`src/hdl/lkv_pkg.sv`:
```
`timescale 1ns / 1ps

package lkv_pkg;

  localparam int KEY_W = 32;
  localparam int VALUE_W = 32;
  localparam int CAP_W = 5;
  localparam logic [CAP_W-1:0] CAP_RESET = 5'd16;

  // A get that misses returns all ones, that is -1.
  localparam logic [VALUE_W-1:0] MISS_VALUE = '1;

  typedef enum logic {
    OP_GET = 1'b0,
    OP_SET = 1'b1
  } lkv_op_t;

  typedef enum logic [1:0] {
    ST_IDLE,
    ST_SCAN,
    ST_FLUSH,
    ST_COMMIT
  } lkv_state_t;

  // Commands from the controller to the datapath.
  typedef struct packed {
    logic load;
    logic step;
    logic commit;
  } lkv_cmd_t;

  // Status from the datapath to the controller.
  typedef struct packed {
    logic scan_last;
    logic out_free;
  } lkv_sts_t;

endpackage

```
`src/hdl/lkv_if.sv`:
```
`timescale 1ns / 1ps

interface lkv_in_if;
  logic                valid;
  logic                ready;
  logic [0:0]          operation;
  logic signed [31:0]  key;
  logic signed [31:0]  value;

  modport source (output valid, output operation, output key, output value, input ready);
  modport sink (input valid, input operation, input key, input value, output ready);
endinterface

interface lkv_out_if;
  logic                valid;
  logic                ready;
  logic [0:0]          hit;
  logic signed [31:0]  read_value;

  modport source (output valid, output hit, output read_value, input ready);
  modport sink (input valid, input hit, input read_value, output ready);
endinterface

```
`src/hdl/lru_key_value_cache.sv`:
```
`timescale 1ns / 1ps

// Channel    Direction  Handshake       Payload
// in_ch      in         valid/ready     operation, key, value
// out_ch     out        valid/ready     hit, read_value
// cfg        in         cfg_wr_en       cfg_wr_data (capacity)
//
// Each item is captured, its key is scanned against every entry through the
// single read port of the table memory, the last compare is finished and the
// item is committed; a new item is taken only after the commit.
// The result sits in an output register; a stalled output holds the commit.
// Reset clears the valid bits, recency ranks and entry count at once.

module lru_key_value_cache #(
  parameter int TABLE_ENTRIES = 16
) (
  input  logic                      clk,
  input  logic                      rst,
  input  logic                      cfg_wr_en,
  input  logic [lkv_pkg::CAP_W-1:0] cfg_wr_data,
  lkv_in_if.sink                    in_ch,
  lkv_out_if.source                 out_ch
);
  import lkv_pkg::*;

  lkv_cmd_t cmd;
  lkv_sts_t sts;

  // The controller sequences capture, scan, flush and commit; it only accepts
  // an item when the previous one has been committed.
  lkv_ctrl u_ctrl (
    .clk      (clk),
    .rst      (rst),
    .in_valid (in_ch.valid),
    .in_ready (in_ch.ready),
    .sts      (sts),
    .cmd      (cmd)
  );

  // The datapath holds the table memory, valid bits, recency ranks, the
  // capacity register and the output register.
  lkv_dp #(
    .TABLE_ENTRIES (TABLE_ENTRIES)
  ) u_dp (
    .clk            (clk),
    .rst            (rst),
    .cfg_wr_en      (cfg_wr_en),
    .cfg_wr_data    (cfg_wr_data),
    .in_operation   (in_ch.operation),
    .in_key         (in_ch.key),
    .in_value       (in_ch.value),
    .cmd            (cmd),
    .sts            (sts),
    .out_ready      (out_ch.ready),
    .out_valid      (out_ch.valid),
    .out_hit        (out_ch.hit),
    .out_read_value (out_ch.read_value)
  );

endmodule

```
`src/hdl/lkv_ctrl.sv`:
```
`timescale 1ns / 1ps

module lkv_ctrl (
  input  logic             clk,
  input  logic             rst,
  input  logic             in_valid,
  output logic             in_ready,
  input  lkv_pkg::lkv_sts_t sts,
  output lkv_pkg::lkv_cmd_t cmd
);
  import lkv_pkg::*;

  lkv_state_t state;
  lkv_state_t state_next;

  always_ff @(posedge clk) begin
    if (rst) begin
      state <= ST_IDLE;
    end else begin
      state <= state_next;
    end
  end

  always_comb begin
    state_next = state;
    case (state)
      ST_IDLE: begin
        if (in_valid) begin
          state_next = ST_SCAN;
        end
      end
      ST_SCAN: begin
        if (sts.scan_last) begin
          state_next = ST_FLUSH;
        end
      end
      ST_FLUSH: begin
        state_next = ST_COMMIT;
      end
      ST_COMMIT: begin
        if (sts.out_free) begin
          state_next = ST_IDLE;
        end
      end
      default: begin
        state_next = ST_IDLE;
      end
    endcase
  end

  always_comb begin
    in_ready   = 1'b0;
    cmd.load   = 1'b0;
    cmd.step   = 1'b0;
    cmd.commit = 1'b0;
    case (state)
      ST_IDLE: begin
        in_ready = 1'b1;
        cmd.load = in_valid;
      end
      ST_SCAN: begin
        cmd.step = 1'b1;
      end
      ST_FLUSH: begin
      end
      ST_COMMIT: begin
        cmd.commit = sts.out_free;
      end
      default: begin
      end
    endcase
  end

endmodule

```
`src/hdl/lkv_dp.sv`:
```
`timescale 1ns / 1ps

module lkv_dp #(
  parameter int TABLE_ENTRIES = 16
) (
  input  logic                          clk,
  input  logic                          rst,
  input  logic                          cfg_wr_en,
  input  logic [lkv_pkg::CAP_W-1:0]     cfg_wr_data,
  input  logic [0:0]                    in_operation,
  input  logic signed [lkv_pkg::KEY_W-1:0]   in_key,
  input  logic signed [lkv_pkg::VALUE_W-1:0] in_value,
  input  lkv_pkg::lkv_cmd_t             cmd,
  output lkv_pkg::lkv_sts_t             sts,
  input  logic                          out_ready,
  output logic                          out_valid,
  output logic [0:0]                    out_hit,
  output logic signed [lkv_pkg::VALUE_W-1:0] out_read_value
);
  import lkv_pkg::*;

  localparam int IW   = (TABLE_ENTRIES > 1) ? $clog2(TABLE_ENTRIES) : 1;
  localparam int RW   = IW;
  localparam int CW   = $clog2(TABLE_ENTRIES + 1);
  localparam int CMPW = (CW > CAP_W) ? CW : CAP_W;

  // Key and value of each entry share one word of the table memory.
  logic [KEY_W+VALUE_W-1:0] mem [TABLE_ENTRIES];
  logic [KEY_W+VALUE_W-1:0] mem_q;

  logic [CAP_W-1:0]   capacity;
  logic               op_r;
  logic [KEY_W-1:0]   key_r;
  logic [VALUE_W-1:0] val_r;

  logic [IW-1:0]      idx;
  logic               cmp_en;
  logic [IW-1:0]      cmp_idx;

  logic               found;
  logic [IW-1:0]      slot;
  logic [VALUE_W-1:0] found_val;
  logic               free_found;
  logic [IW-1:0]      free_slot;
  logic [IW-1:0]      lru_slot;

  logic [TABLE_ENTRIES-1:0] valid;
  logic [RW-1:0]      rank [TABLE_ENTRIES];
  logic [CW-1:0]      held;

  logic [CMPW-1:0]    cap_ext;
  logic [CMPW-1:0]    cap_eff;
  logic [RW-1:0]      held_m1;
  logic               room;
  logic               fill;
  logic               touch_en;
  logic [IW-1:0]      wr_slot;
  logic [RW-1:0]      touch_rank;
  logic               key_match;

  always_ff @(posedge clk) begin
    if (rst) begin
      capacity <= CAP_RESET;
    end else if (cfg_wr_en) begin
      capacity <= cfg_wr_data;
    end
  end

  // Capacity zero counts as one; anything above the table size saturates.
  always_comb begin
    cap_ext = CMPW'(capacity);
    if (capacity == '0) begin
      cap_eff = CMPW'(1);
    end else if (cap_ext > CMPW'(TABLE_ENTRIES)) begin
      cap_eff = CMPW'(TABLE_ENTRIES);
    end else begin
      cap_eff = cap_ext;
    end
  end

  assign held_m1    = RW'(held - CW'(1));
  assign room       = CMPW'(held) < cap_eff;
  assign fill       = (op_r == OP_SET) && !found && room;
  assign touch_en   = found || ((op_r == OP_SET) && !room);
  assign wr_slot    = found ? slot : (room ? free_slot : lru_slot);
  assign touch_rank = rank[wr_slot];
  assign key_match  = valid[cmp_idx] && (mem_q[KEY_W+VALUE_W-1:VALUE_W] == key_r);

  always_ff @(posedge clk) begin
    if (cmd.commit && (op_r == OP_SET)) begin
      mem[wr_slot] <= {key_r, val_r};
    end
    if (cmd.step) begin
      mem_q <= mem[idx];
    end
  end

  always_ff @(posedge clk) begin
    if (rst) begin
      cmp_en <= 1'b0;
    end else begin
      cmp_en <= cmd.step;
    end
  end

  // Scan: the read issued at one step is compared in the cycle after it.
  always_ff @(posedge clk) begin
    if (cmd.load) begin
      op_r       <= in_operation[0];
      key_r      <= in_key;
      val_r      <= in_value;
      idx        <= '0;
      found      <= 1'b0;
      free_found <= 1'b0;
    end
    if (cmd.step) begin
      idx     <= idx + IW'(1);
      cmp_idx <= idx;
    end
    if (cmp_en) begin
      if (key_match && !found) begin
        found     <= 1'b1;
        slot      <= cmp_idx;
        found_val <= mem_q[VALUE_W-1:0];
      end
      if (!valid[cmp_idx] && !free_found) begin
        free_found <= 1'b1;
        free_slot  <= cmp_idx;
      end
      if (valid[cmp_idx] && (rank[cmp_idx] == held_m1)) begin
        lru_slot <= cmp_idx;
      end
    end
  end

  // Recency ranks form a permutation of 0 .. held-1 over the valid entries.
  always_ff @(posedge clk) begin
    if (rst) begin
      valid <= '0;
      held  <= '0;
      for (int i = 0; i < TABLE_ENTRIES; i++) begin
        rank[i] <= '0;
      end
    end else if (cmd.commit) begin
      if (touch_en) begin
        for (int i = 0; i < TABLE_ENTRIES; i++) begin
          if (IW'(i) == wr_slot) begin
            rank[i] <= '0;
          end else if (valid[i] && (rank[i] < touch_rank)) begin
            rank[i] <= rank[i] + RW'(1);
          end
        end
      end else if (fill) begin
        for (int i = 0; i < TABLE_ENTRIES; i++) begin
          if (IW'(i) == free_slot) begin
            rank[i] <= '0;
          end else if (valid[i]) begin
            rank[i] <= rank[i] + RW'(1);
          end
        end
        valid[free_slot] <= 1'b1;
        held             <= held + CW'(1);
      end
    end
  end

  always_ff @(posedge clk) begin
    if (rst) begin
      out_valid <= 1'b0;
    end else if (cmd.commit) begin
      out_valid <= 1'b1;
    end else if (out_ready) begin
      out_valid <= 1'b0;
    end
  end

  always_ff @(posedge clk) begin
    if (cmd.commit) begin
      out_hit <= found;
      if (op_r == OP_SET) begin
        out_read_value <= val_r;
      end else if (found) begin
        out_read_value <= found_val;
      end else begin
        out_read_value <= MISS_VALUE;
      end
    end
  end

  assign sts.scan_last = (idx == IW'(TABLE_ENTRIES - 1));
  assign sts.out_free  = !out_valid || out_ready;

  a_held_matches_valid: assert property (@(posedge clk) disable iff (rst)
    $countones(valid) == int'(held))
    else $error("entry count differs from number of valid entries");

  a_commit_shows_result: assert property (@(posedge clk) disable iff (rst)
    cmd.commit |=> out_valid)
    else $error("result register empty after commit");

  a_fill_grows_count: assert property (@(posedge clk) disable iff (rst)
    (cmd.commit && fill) |=> (held == $past(held) + CW'(1)))
    else $error("fill of a free entry did not raise the entry count");

endmodule
```
`src/flat_wrapper.sv`:
```
// flat-port wrapper written by rule: the top's interface ports become plain ports
module lru_key_value_cache_flat import lkv_pkg::*;
#(
  parameter int TABLE_ENTRIES = 16
)
  (clk, rst, cfg_wr_en, cfg_wr_data, in_ch_valid, in_ch_operation, in_ch_key, in_ch_value, in_ch_ready, out_ch_valid, out_ch_hit, out_ch_read_value, out_ch_ready);
  lkv_in_if in_ch_i ();
  lkv_out_if out_ch_i ();
  input  logic clk;
  input  logic rst;
  input  logic cfg_wr_en;
  input  logic [lkv_pkg::CAP_W-1:0] cfg_wr_data;
  input wire logic [$bits(in_ch_i.valid)-1:0] in_ch_valid;
  input wire logic [$bits(in_ch_i.operation)-1:0] in_ch_operation;
  input wire logic [$bits(in_ch_i.key)-1:0] in_ch_key;
  input wire logic [$bits(in_ch_i.value)-1:0] in_ch_value;
  output wire logic [$bits(in_ch_i.ready)-1:0] in_ch_ready;
  output wire logic [$bits(out_ch_i.valid)-1:0] out_ch_valid;
  output wire logic [$bits(out_ch_i.hit)-1:0] out_ch_hit;
  output wire logic [$bits(out_ch_i.read_value)-1:0] out_ch_read_value;
  input wire logic [$bits(out_ch_i.ready)-1:0] out_ch_ready;
  assign in_ch_i.valid = in_ch_valid;
  assign in_ch_i.operation = in_ch_operation;
  assign in_ch_i.key = in_ch_key;
  assign in_ch_i.value = in_ch_value;
  assign in_ch_ready = in_ch_i.ready;
  assign out_ch_valid = out_ch_i.valid;
  assign out_ch_hit = out_ch_i.hit;
  assign out_ch_read_value = out_ch_i.read_value;
  assign out_ch_i.ready = out_ch_ready;
  lru_key_value_cache #(.TABLE_ENTRIES(TABLE_ENTRIES)) u_core (.clk(clk), .rst(rst), .cfg_wr_en(cfg_wr_en), .cfg_wr_data(cfg_wr_data), .in_ch(in_ch_i), .out_ch(out_ch_i));
endmodule
```
`config.mk`:
```
export PLATFORM = sky130hd
export DESIGN_NAME = lru_key_value_cache_flat
export DESIGN_NICKNAME = d
export VERILOG_FILES = /design/src/hdl/lkv_pkg.sv /design/src/hdl/lkv_if.sv /design/src/hdl/lru_key_value_cache.sv /design/src/hdl/lkv_ctrl.sv /design/src/hdl/lkv_dp.sv /design/src/flat_wrapper.sv
export SDC_FILE = /design/constraint.sdc
export NUM_CORES = 2
export LEC_CHECK = 0
export ABC_AREA = 1
export ABC_CLOCK_PERIOD_IN_PS = 14200
export BUFFER_PORTS_ARGS = -buffer_cell sky130_fd_sc_hd__buf_2
export CORE_UTILIZATION = 55
export DETAILED_ROUTE_END_ITERATION = 8
export GPL_ROUTABILITY_DRIVEN = 1
export PLACE_DENSITY = 0.69
export SYNTH_ARGS = -nofsm -noshare
export SYNTH_HDL_FRONTEND = slang
export SYNTH_SLANG_ARGS = --single-unit
```
`constraint.sdc`:
```
create_clock -name clk -period 14.2 [get_ports clk]
set_input_delay 3.55 -clock clk [delete_from_list [all_inputs] [get_ports clk]]
set_output_delay 3.55 -clock clk [all_outputs]
set_load 0.01 [all_outputs]
```
# Yosys cells after proc, flatten, opt, wreduce, memory -nomap -nowiden
# Memories as Yosys holds them, arrays and structs flattened. A register that Yosys moved wholly into a read port is not among the register bits.
# Cells that the tools add are included.
# word_totals
ram_bits	1088
mem_count	2
register_bits	182
word_cells	690
in_bits	75
output_inout_bits	35
# memory_table
name	depth	width	rd	rd_clocked_by_memory_dff	wr	line_no	source
u_core.u_dp.mem	16	64	1	1	1	lkv_dp.sv:28	logic [KEY_W+VALUE_W-1:0] mem [TABLE_ENTRIES];
u_core.u_dp.rank	16	4	18	1	16	lkv_dp.sv:48	logic [RW-1:0] rank [TABLE_ENTRIES];
# classes
addsub	19
n_reduce_logical	43
n_lt_le_gt_ge	21
mux	481
n_eq_ne	39
n_bitwise	66
# op_table
operator	n
$mux W1	402
$mux W4	69
$add A4 B1 Y4 const B	17
$eq A4 B4 Y1 const A	16
$lt A4 B4 Y1	16
$mux W32	2
$or A1 B1 Y1	64
$eq A3 B4 Y1 const A	8
$eq A32 B32 Y1	1
$logic_and A1 B1 Y1	25
$eq A2 B4 Y1 const A	4
$or A16 B16 Y16	1
$lt A4 B5 Y1 const B	2
$mux W5	2
$eq A1 B4 Y1 const A	2
$logic_not A4 Y1	2
$pmux W2 S4	1
$mux W2	3
$reduce_and A2 Y1	3
$reduce_and A3 Y1	2
$add A5 B1 Y5 const B	1
$gt A5 B5 Y1 const B	1
$logic_not A1 Y1	5
$logic_not A5 Y1	1
15 further kinds	19

# Longest topological paths before layout
# An unclocked memory read counts as a cell.
# logic_depth
word_depth	18
mapped_depth	27
ltp_nobuf	25

# Hierarchy
# Synthesis repeated with hierarchy kept, for this count alone.
# hier_totals
cells_unflattened	4309
hier_area_um2	55213.0
# by_module_without_submodules
mod	seq_area_each_um2	area_per_inst_um2	instances	cells_per_inst
lkv_dp	39778.2	55000.2	1	4279
lkv_ctrl	40.0	212.7	1	30

# Worst setup path after synthesis
# No wires, ideal clock.
# synth_timing
kind	input to register
start	input port out_ch_ready
end	memory u_core.u_dp.mem[12][0] (netlist name), enable pin
slack_ns	3.287
t_required_ns	13.635
stages	7
path_buffers	1
setup_time_ns	0.565
t_arrival_ns	10.349
cell_sequence	inv_1 -> nand2_1 -> inv_1 -> nor2_1 -> nand2_1 -> clkbuf_1 -> nor3_1
# synth_lines
element	line_no	source
from (decl)	flat_wrapper.sv:21	input wire logic [$bits(out_ch_i.ready)-1:0] out_ch_ready;
to (decl)	lkv_dp.sv:28	

==> flow_metrics.py <==
metrics = {
    "status": {
        "outcome": "finished, final reports clean",
    },
    "power": {
        "swShare": 0.334,
        "ir_worst_vdd_v": 0.000144,
        "combPwrFrac": 0.254,
        "powerDensity_nw_per_um2": 185,
        "power_frac_seq": 0.446,
        "p_clk_frac": 0.300,
        "power_leakage_uw": 0.0209,
        "p_sw_uw": 3780,
        "internal-power_uw": 7530,
    },
    "global_route": {
        "grt_pass1_vias": 33599,
        "grt_max_degree": 273,
        "antenna_found_initial": 1,
        "grt_util_all_layers": 0.266,
        "grt_overflow": 0,
        "grt_pass1_wl_um": 204000,
    },
    "synthesis": {
        "syn-num-nets": 4396,
        "synth_largest_area_cell": "edfxtp_1",
        "syn_area_um2": 55200,
        "ys_ff_latch": 1338,
        "ys_top_cells_by_area": "edfxtp_1 (71%), nor2_1 (4.4%), nand2_1 (3.6%)",
        "synth_top_area_frac": 0.708,
        "synth-seq-area-share": 0.721,
        "synth.avg_cell_area_um2": 13.0,
        "synth_cell_types": 49,
        "ys_warn_count": 0,
        "syn_inst": 4246,
    },
    "timing": {
        "finClkSkew_ps": 23.1,
        "min_period_ps": 6710,
        "layout_setup_ws_ps": 7490,
        "relSlewSlack": 0.166,
        "fmax_ghz": 0.149,
        "worstMarginPinSlew_ps": 1250,
        "rsz0062_at_grt": "no",
        "finalSetupTns_ps": 0,
        "hold_viol_final": 0,
        "setup_viol": 0,
        "maxSlewViolCount": 0,
        "finalCritPeriodShare": 0.473,
    },
    "detailed_routing": {
        "wl_per_cell_um": 23.7,
        "drt_first_pass_iters": 6,
        "drt-total-wl_um": 135000,
        "via_count": 34885,
        "first_iter_violations": 4008,
        "drc": 0,
        "routed_via_density": 6.11,
        "ant_nets": 0,
    },
    "floorplanning": {
        "die_w_um": 319,
        "start_util": 0.558,
        "fp.coreArea_um2": 98900,
        "ioPinCount": 110,
        "fp-row-count": 115,
        "die_area_um2": 102000,
        "die_h_um": 319,
    },
    "worst_setup_path": {
        "rr_startpoint": "u_core.u_dp.found",
        "crit_type": "input port to flop",
        "cp.arrival_ps": 7070,
        "rr_endpoint": "u_core.u_dp.rank[5][0]",
        "worstPathMaxFanout": 52,
        "reg2reg_slack_ps": 8510,
        "start_kind": "input port",
        "worst_ep_required_time_ps": 14560,
        "critical_path.endpoint_type": "flop",
        "rr_worst_depth": 14,
    },
    "worst_hold_path": {
        "holdPathStages": 0,
        "worst_hold_path_type": "flop to flop",
        "worstHoldStart": "u_core.u_dp.mem_q[24]",
        "min_to": "u_core.u_dp.found_val[24]",
    },
    "clock_tree": {
        "clock-sinks": 1338,
        "numCtsBuffers": 135,
        "cts_hold_buf": 0,
        "tritoncts": "done",
        "path_clk_slew_ps": 50,
        "htree_levels": 4,
        "clkLatencyLatePin_ps": 750,
        "cts_setup_buffers": 0,
        "clk_path_buf_depth": 3,
        "clk_root_buffer_cell": "clkbuf_16",
        "ctsResizeCount": 0,
    },
    "layout": {
        "fill_cells": 7329,
        "syn2layout_area_growth_pct": 11.0,
        "nets": 4467,
        "final_util": 0.620,
        "diodes": 0,
        "regArea_um2": 39800,
        "multi_input_area_um2": 13900,
        "drive_gt1_frac": 0.0951,
    },
    "placed_design": {
        "gp_congestion": 0.934,
        "place_hpwl_um": 76200,
        "io_buffer_count": 109,
        "post-place-ws_ps": 6700,
    },
    "flow_run": {
        "drv_cap": 0,
    },
}
-- cells in the mapped netlist, drive strengths merged --
cell	count
nand4	8
nand3	242
o22ai	30
inv	168
or2	3
and3	2
o221ai	110
edfxtp	1302
a21o	1
a21oi	56
o211ai	35
a211oi	6
o32ai	150
xnor2	8
xor2	35
clkbuf	197
a2111o	3
a221oi	1
nor3	32
o21ai	358
o21a	1
buf	38
nand2	543
nor2	657
ha	75
nor4	18
a22o	2
nand3b	7
mux2i	116
a2111oi	2
dfxtp	36
o311ai	1
o21bai	1
clkinv	2
-- through the flow --
stage	area, um^2	power [uW]	hold slack, ps	instances
CTS	61200	11400	414	5714
global route	61200	11800	425	5714
finish	61200	11300	417	5714
global placement	57000	7930	401	5467
floorplan	55200	6950	400	4246
detailed placement	57000	7980	405	5467
-- cells in the final DEF, fill, tap and decap left out, types with 5 or more instances in the layout --
cell type / n
edfxtp_1: 1302
clkinv_8: 8
inv_1: 155
mux2i_1: 116
dfxtp_1: 35
xnor2_1: 8
clkbuf_1: 39
clkinv_2: 15
clkbuf_16: 136
o21ai_0: 357
nor2_1: 648
buf_2: 109
nor3_1: 16
nor3_2: 16
o211ai_1: 35
xor2_1: 35
a21oi_1: 55
bufinv_16: 7
o221ai_1: 110
nand4_1: 8
nand3_1: 230
ha_1: 74
nand3_2: 11
nand2_1: 533
buf_4: 59
inv_2: 8
o32ai_1: 150
nand2_2: 7
nor2_4: 5
clkinv_1: 33
nor4_4: 6
o22ai_1: 30
nand3b_1: 7
a211oi_1: 6
nor4_1: 8
-- power groups by stage --
stage / Clock [uW] / Sequential (uW) / Combinational [uW]
finish: 3400 / 5040 / 2870
global placement: 0 / 5110 / 2820
detailed placement: 0 / 5120 / 2860
global route: 3590 / 5060 / 3140
CTS: 3440 / 5040 / 2880
floorplan: 0 / 4980 / 1970
-- how the worst max path moves through the flow --
stage            startpoint                     end  depth (start not counted)
3_3_place_gp   out_ch_ready   u_core.u_dp.mem[5][3]                          9
6_report       out_ch_ready   u_core.u_dp.mem[5][5]                          9
3_5_place_dp   out_ch_ready   u_core.u_dp.mem[5][3]                          9
2_1_floorplan  out_ch_ready  u_core.u_dp.mem[12][0]                          7
4_1_cts        out_ch_ready  u_core.u_dp.mem[5][12]                          9
5_1_grt        out_ch_ready  u_core.u_dp.mem[5][12]                          9
-- registers in the layout (all words and copies together) (netlist names), 2 cells and up, named ones only --
signal and count:
u_core.u_ctrl.state 2, u_core.u_dp.cap_ext 5, u_core.u_dp.cmp_idx 4, u_core.u_dp.found_val 32, u_core.u_dp.free_slot 4, u_core.u_dp.held 5, u_core.u_dp.idx 4, u_core.u_dp.key_r 32
u_core.u_dp.lru_slot 4, u_core.u_dp.mem 1024, u_core.u_dp.mem_q 64, u_core.u_dp.out_read_value 32, u_core.u_dp.rank 64, u_core.u_dp.slot 4, u_core.u_dp.val_r 32, u_core.u_dp.valid 16
-- layer usage --
layer / GRT usage / vias to the layer above / share of wire
li1: - / 15866 / -
met4: 0.106 / 0 / 0.034
met3: 0.0406 / 238 / 0.072
met2: 0.427 / 1463 / 0.48
met1: 0.366 / 17318 / 0.41
met5: 0 / - / 0
-- area by class of cell --
class | count | share of cell area
multi-input combinational | 2503 | 0.227
clock buffer | 177 | 0.0584
inverter | 170 | 0.0107
sequential | 1338 | 0.650
tap | 1287 | 0.0263
clock inverter | 70 | 0.0105
timing repair buffer | 169 | 0.0165
-- critical path, cell delays in order --
cell	delay (ps)
buf_2	80
inv_1	40
nand2_1	90
inv_1	70
nor2_4	70
buf_4	480
nand2_1	660
nor3_2	1060
buf_4	880
-- logic make-up (layout without fill, tap and decap cells) --
kind of cell / count (synthesis) / count (layout) / share of synthesized area
xor+xnor: 43 / 43 / 0.00682
compound gates: 757 / 757 / 0.0900
fa+ha+maj: 75 / 75 / 0.0170
buf+inv: 405 / 586 / 0.0283
mux: 116 / 116 / 0.0210
flops: 1338 / 1338 / 0.721
simple gates: 1512 / 1512 / 0.115
Note: power is estimated with default switching activity, not from simulation.
